===== config.mk =====
export PLATFORM = sky130hd
export DESIGN_NAME = cursor_list_insert_remove
export DESIGN_NICKNAME = d
export VERILOG_FILES = /design/src/design/clir_pkg.sv /design/src/design/cursor_list_insert_remove.sv /design/src/design/clir_cell.sv
export SDC_FILE = /design/constraint.sdc
export NUM_CORES = 2
export LEC_CHECK = 0
export BUFFER_PORTS_ARGS = -buffer_cell sky130_fd_sc_hd__buf_4
export CAP_MARGIN = 20
export CORE_MARGIN = 2
export CORE_UTILIZATION = 30
export CTS_CLUSTER_SIZE = 8
export DETAILED_ROUTE_END_ITERATION = 10
export PLACE_DENSITY = 0.46
export SLEW_MARGIN = 20
export SYNTH_ARGS = -nofsm -noshare
export SYNTH_HDL_FRONTEND = slang
export SYNTH_SLANG_ARGS = --single-unit

===== constraint.sdc =====
create_clock -name clk -period 13.15 [get_ports clk]
set_clock_uncertainty 0.05 [all_clocks]
set_input_delay 0.6575 -clock clk [delete_from_list [all_inputs] [get_ports clk]]
set_output_delay 0.6575 -clock clk [all_outputs]
set_load 0.1 [all_outputs]

===== src/design/clir_pkg.sv =====
// ----------------------------------------------------------------------------
// clir_pkg: shared types and codes for the cursor list
// Holds the command and result word layouts, the opcode codes and the
// shift control word that the top level broadcasts to every cell.
// ----------------------------------------------------------------------------
package clir_pkg;

  // Operation codes carried in the command word.
  localparam logic [2:0] OP_START   = 3'd0;
  localparam logic [2:0] OP_END     = 3'd1;
  localparam logic [2:0] OP_ADVANCE = 3'd2;
  localparam logic [2:0] OP_BACK    = 3'd3;
  localparam logic [2:0] OP_ADD     = 3'd4;
  localparam logic [2:0] OP_REMOVE  = 3'd5;
  localparam logic [2:0] OP_READ    = 3'd6;

  // Command word: one operation.
  typedef struct packed {
    logic [2:0]  opcode;
    logic [31:0] entry_value;
  } cmd_t;

  // Result word: list status after the operation.
  typedef struct packed {
    logic [31:0] current_value;
    logic        has_current;
    logic [5:0]  item_count;
    logic        op_error;
  } res_t;

  // Shift control broadcast along the row of cells.
  typedef struct packed {
    logic ins;  // open a gap and load the new value at the insert position
    logic rem;  // close the gap at the removal position
  } shift_t;

endpackage


===== src/design/cursor_list_insert_remove.sv =====
// Sequence: an accepted command sets busy; the result word, marked by done,
// is registered while busy, and busy stays high until done rises.
// Issue: a new command is taken only while busy is low; each command needs
// the slot update cycle and then the read cycle that selects the cell's value.
// Reset: rst, synchronous, empties the list and parks the cursor at slot 0.
// The receiver cannot stall; each result word is marked by done for one cycle.
// ----------------------------------------------------------------------------
// cursor_list_insert_remove: bounded ordered list with a cursor
// A row of cells holds the items; inserts and removals shift the cells at and
// past pos in parallel. Count and cursor live here and drive the shift control.
// ----------------------------------------------------------------------------
module cursor_list_insert_remove import clir_pkg::*; #(
  parameter int DEPTH     = 32,
  parameter int ITEM_BITS = 32
) (
  input  logic clk,
  input  logic rst,
  input  logic start,
  output logic busy,
  input  cmd_t cmd,
  output logic done,
  output res_t result
);

  localparam int CNT_W = $clog2(DEPTH + 1);

  logic [CNT_W-1:0]     count, count_next;
  logic [CNT_W-1:0]     cursor, cursor_next;
  logic                 err, err_next;
  logic                 accept;
  logic                 cur_valid;
  shift_t               ctl;
  logic [CNT_W-1:0]     pos;
  logic [ITEM_BITS-1:0] entry;
  logic [ITEM_BITS+31:0] entry_ext;
  logic [ITEM_BITS-1:0] cell_val [DEPTH];
  logic [ITEM_BITS-1:0] cell_rd  [DEPTH];
  logic [ITEM_BITS-1:0] rd_any;
  logic [ITEM_BITS+31:0] rd_ext;
  logic [CNT_W+5:0]     count_ext;

  assign accept    = start && !busy;
  assign cur_valid = (cursor < count);
  assign entry_ext = {{ITEM_BITS{1'b0}}, cmd.entry_value};
  assign entry     = entry_ext[ITEM_BITS-1:0];

  // Operation decode: next count and cursor, shift control and error flag.
  always_comb begin
    count_next  = count;
    cursor_next = cursor;
    err_next    = 1'b0;
    ctl         = '0;
    pos         = cursor;
    case (cmd.opcode)
      OP_START: begin
        cursor_next = '0;
      end
      OP_END: begin
        cursor_next = (count != '0) ? count - CNT_W'(1) : '0;
      end
      OP_ADVANCE: begin
        if (!cur_valid) err_next = 1'b1;
        else cursor_next = cursor + CNT_W'(1);
      end
      OP_BACK: begin
        if (!cur_valid) err_next = 1'b1;
        else if (cursor == '0) cursor_next = count;
        else cursor_next = cursor - CNT_W'(1);
      end
      OP_ADD: begin
        pos = cur_valid ? cursor + CNT_W'(1) : '0;
        if (count == CNT_W'(DEPTH)) begin
          err_next = 1'b1;
        end else begin
          ctl.ins     = accept;
          cursor_next = pos;
          count_next  = count + CNT_W'(1);
        end
      end
      OP_REMOVE: begin
        if (!cur_valid) begin
          err_next = 1'b1;
        end else begin
          ctl.rem    = accept;
          count_next = count - CNT_W'(1);
        end
      end
      default: begin
      end
    endcase
  end

  // Control registers and the command sequence (busy, then done).
  always_ff @(posedge clk) begin
    if (rst) begin
      count  <= '0;
      cursor <= '0;
      busy   <= 1'b0;
      done   <= 1'b0;
    end else begin
      done <= busy;
      busy <= accept;
      if (accept) begin
        count  <= count_next;
        cursor <= cursor_next;
      end
    end
  end

  always_ff @(posedge clk) begin
    if (accept) begin
      err <= err_next;
    end
  end

  // Row of slot cells.
  for (genvar i = 0; i < DEPTH; i++) begin : g_cell
    logic [ITEM_BITS-1:0] left_v;
    logic [ITEM_BITS-1:0] right_v;
    if (i == 0) begin : g_first
      assign left_v = '0;
    end else begin : g_mid_l
      assign left_v = cell_val[i-1];
    end
    if (i == DEPTH - 1) begin : g_last
      assign right_v = '0;
    end else begin : g_mid_r
      assign right_v = cell_val[i+1];
    end
    clir_cell #(
      .ITEM_BITS (ITEM_BITS),
      .IDX_W     (CNT_W),
      .INDEX     (i)
    ) u_cell (
      .clk       (clk),
      .ctl       (ctl),
      .pos       (pos),
      .entry     (entry),
      .left_val  (left_v),
      .right_val (right_v),
      .rd_index  (cursor),
      .val       (cell_val[i]),
      .rd_val    (cell_rd[i])
    );
  end

  // Combine the gated cell outputs into the current value.
  always_comb begin
    rd_any = '0;
    for (int i = 0; i < DEPTH; i++) begin
      rd_any = rd_any | cell_rd[i];
    end
  end

  assign rd_ext    = {32'b0, rd_any};
  assign count_ext = {6'b0, count};

  // Result word register, loaded in the read cycle.
  always_ff @(posedge clk) begin
    if (busy) begin
      result.current_value <= cur_valid ? rd_ext[31:0] : 32'b0;
      result.has_current   <= cur_valid;
      result.item_count    <= count_ext[5:0];
      result.op_error      <= err;
    end
  end

endmodule


===== src/design/clir_cell.sv =====
// ----------------------------------------------------------------------------
// clir_cell: one slot of the list
// Holds one stored item. Insert loads the new value at the position and the
// left neighbor's value past it; remove loads the right neighbor's value at
// or past it. It drives the read bus with its value when rd_index matches.
// ----------------------------------------------------------------------------
module clir_cell import clir_pkg::*; #(
  parameter int ITEM_BITS = 32,
  parameter int IDX_W     = 6,
  parameter int INDEX     = 0
) (
  input  logic                 clk,
  input  shift_t               ctl,
  input  logic [IDX_W-1:0]     pos,
  input  logic [ITEM_BITS-1:0] entry,
  input  logic [ITEM_BITS-1:0] left_val,
  input  logic [ITEM_BITS-1:0] right_val,
  input  logic [IDX_W-1:0]     rd_index,
  output logic [ITEM_BITS-1:0] val,
  output logic [ITEM_BITS-1:0] rd_val
);

  logic [IDX_W-1:0] my_index;
  logic             at_pos;
  logic             past_pos;

  assign my_index = IDX_W'(INDEX);
  assign at_pos   = (my_index == pos);
  assign past_pos = (my_index > pos);

  // Slot update: insert shifts right of the position, remove shifts left.
  always_ff @(posedge clk) begin
    if (ctl.ins) begin
      if (at_pos) begin
        val <= entry;
      end else if (past_pos) begin
        val <= left_val;
      end
    end else if (ctl.rem) begin
      if (at_pos || past_pos) begin
        val <= right_val;
      end
    end
  end

  // Gated read onto the shared OR bus.
  assign rd_val = (rd_index == my_index) ? val : '0;

endmodule

==> metrics.cfg <==
[run_status]
status = complete, but fails checks
violations = DRC

[detailed_routing]
wl_met2_mm = 149.2
wl_per_cell_um = 42.39
routed.top_layer = met5
drt-initial-drc-count = 11260
via_per_inst = 7.033
drt-met1-wl_mm = 130.0
num_vias = 58720
met3WireLength_mm = 48.71
routed_wl_mm = 353.9
drc = 2
drtAntennaViolNets = 0
first_pass_iters = 10

[logic_synthesis]
synthesis.nets = 5912
synth_cell_types = 74
synth_area_leader_cell = edfxtp_1
mappedNetlistArea_sq_mm = 0.06086
synthTopCellsByArea = edfxtp_1 53%, nand2_1 6.2%, a22oi_1 5.7%
ys_ff_latch = 1079
yosys_warnings = 0
synthArstFlopShare_pct = 0
synth_edf_count = 1065
syn_inst = 5861
synth_commonest_cells = 1065 x edfxtp_1, 1007 x nand2_1, 508 x clkbuf_1
synth.avg_cell_area_sq_um = 10.38
synth_flop_cell = edfxtp_1
ys_seq_area_share_pct = 53.01
synth_top_cell_area_share_pct = 52.55
synth.most_common_cell = edfxtp_1

[clock_network]
clk_pin_slew_ns = 0.06
cts_setup_buffers = 0
clock-sinks = 1079
cts_tree = yes
cts_resized = 0
h-tree-depth = 4
clockBufferDepth = 3
clockRootBuffer = clkbuf_16
cts_buffers = 155
hold_buffers = 0
clk_latency_ns = 0.82

[job]
maxCapViolCount = 0

[finish]
ff_latch_area_sq_mm = 0.03226
drive_gt1_share_pct = 9.896
fillerInstances = 20380
multi_input_area_sq_mm = 0.02650
post-route-cell-area_sq_mm = 0.06855
finalNetCount = 5691
syn_to_final_growth_pct = 12.63
final_cells = 8350

[setup_path]
slowest_stage = o21ai_4
crit_top_cell = buf_4
r2r_end = g_cell[10].u_cell.val[9]
critical_path.max_stage_delay_ns = 0.84
critPathLaunchType = flip-flop
reg2regPathDepth = 11
r2r-start = cursor[2]
cp.required_ns = 13.53
critical_path_class = flip-flop to flip-flop
reg2reg_slack_ns = 6.95
cp-end-kind = flip-flop
cp.arrival_ns = 6.57
cp_cell_sequence = ha_1 > a21oi_1 > o21a_1 > o21ai_4 > buf_4 > a2111o_1 > buf_4 > or3_1 > or3_1 > o21ai_4 > buf_4
cp_max_fo = 25

[place]
place.gp.congestion = 0.8942
dp_hpwl_mm = 195.4
portBuffers = 79
placed_area_sq_mm = 0.06429
place_inst = 8154

[min_path]
hold_class = input port to flip-flop
hold_path_end = cursor[4]
min_from = rst
min_path_cells = 2

[die]
die_y_um = 454.4
die-area_sq_mm = 0.2065
row_count = 165
fp.dieW_um = 454.4
start_util_pct = 30.14
ios = 80
coreArea_sq_mm = 0.2019

[timing]
final-setup-viol-count = 0
drv_slew = 0
slew_headroom_pct = 10.72
finalCritPeriodShare_pct = 47.12
max_slew.worst_pin.slew_ns = 1.339
hold_viol = 0
fmax_mhz = 161.4
period_needed_ns = 6.196
tns_ns = 0
rsz0062_at_grt = no

[pwr]
p_leak_nw = 24.96
irDropWorstVdd_uv = 139.7
powerDensity_mw_per_mm2 = 126.5

[global_route]
grt_overflow = 0
antenna_found_initial = 20
grt_pass1_vias = 54200
grt_max_degree = 199
groute.usage.overall_pct = 33.20
grt_pass1_wl_mm = 475.6

-- worst max-delay path: cells and delay by family, from the launching register on --
kind | cells | cell delay [ns]
buffers and inverters | 3 | 1.18
DFF | 1 | 0.78
AOI/OAI and AO/OA | 5 | 2.07
and+or+nand+nor | 2 | 1.25
adders and majority gates | 1 | 0.37
-- metrics by stage --
step                util (%)  setup slack [ns]  total power [mW]  hold slack [ns]
global route           33.94             6.904             8.825          0.08892
floorplan                  -             6.895             4.499           0.3503
finish                 33.95             6.954             8.674          0.08482
global placement       31.84             7.143             4.906           0.3518
CTS                    33.92             7.091             8.643          0.05289
detailed placement     31.84             7.149             4.910           0.3552
-- sequential cells by signal (all words and copies together), names as in the netlist --
register,cells
busy,1
count,6
cursor,6
done,1
err,1
g_cell.u_cell.val,1024
result,40
-- layout by cell type (no fill, tap or decap), types with 9 or more instances in the layout --
cell type	netlist	layout
edfxtp_1	1065	1065
nand2_1	1007	1005
a22oi_1	466	466
o211ai_1	461	461
a221o_1	326	326
and3_1	290	273
mux2i_1	254	254
buf_4	24	253
o21ai_0	248	248
a21oi_1	214	208
clkbuf_16	0	158
nand3_1	156	149
nor2_1	162	134
nand4_1	106	106
a31oi_1	60	60
o21ai_1	65	59
a22o_1	55	55
nor3_1	45	35
nor4_1	37	35
nor2_4	0	28
inv_1	29	26
and3_4	1	18
clkinv_1	18	18
nor4_4	8	13
or3_1	13	13
ha_1	13	13
dfxtp_1	14	13
clkbuf_1	508	12
nor3_2	2	10
xnor2_1	10	10
diode_2	0	9
-- final cells by class --
| cell class | count | share of cell area, % |
|---|---|---|
| tap | 2672 | 4.877 |
| multi-input combinational | 4097 | 38.66 |
| inverter | 47 | 0.2629 |
| sequential | 1079 | 47.07 |
| antenna | 9 | 0.03286 |
| timing repair buffer | 260 | 2.961 |
| clock inverter | 16 | 0.2975 |
| clock buffer | 170 | 5.834 |
-- logic make-up (layout without fill, tap and decap cells) --
kind of cell               count (synthesis)  in the layout  share of synthesized area [%]
xor gates and xnor gates                  13             13                         0.1871
adders and majority gates                 13             13                         0.2673
muxes                                    255            255                          4.196
other                                      0              9                              0
and+or+nand+nor                         1868           1868                          14.34
DFF                                     1079           1079                          53.01
AOI/OAI and AO/OA                       1948           1948                          23.39
buffers and inverters                    685            493                          4.611
-- how the worst max path moves through the flow --
| stage | startpoint | to | depth (start not counted) |
|---|---|---|---|
| after global routing | cursor[2] | g_cell[10].u_cell.val[9] | 11 |
| after global placement | cursor[2] | g_cell[10].u_cell.val[9] | 11 |
| after detailed placement | cursor[2] | g_cell[10].u_cell.val[11] | 11 |
| after CTS | cursor[2] | g_cell[10].u_cell.val[9] | 11 |
| final | cursor[2] | g_cell[10].u_cell.val[9] | 11 |
| after floorplan | count[4] | g_cell[28].u_cell.val[0] | 12 |
-- per-layer routing --
| layer | global-route usage [%] | up-vias |
|---|---|---|
| met5 | 0 | - |
| met4 | 20.16 | 10 |
| met3 | 10.26 | 1339 |
| met2 | 48.63 | 5547 |
| met1 | 42.68 | 29310 |
| li1 | - | 22520 |
-- power breakdown --
part	switching, mW	internal, mW	total (mW)
clock	1.66	2.13	3.79
sequential	0.103	3.91	4.01
combinational	0.670	0.205	0.875
No activity file was read; power rests on OpenSTA's default activity.
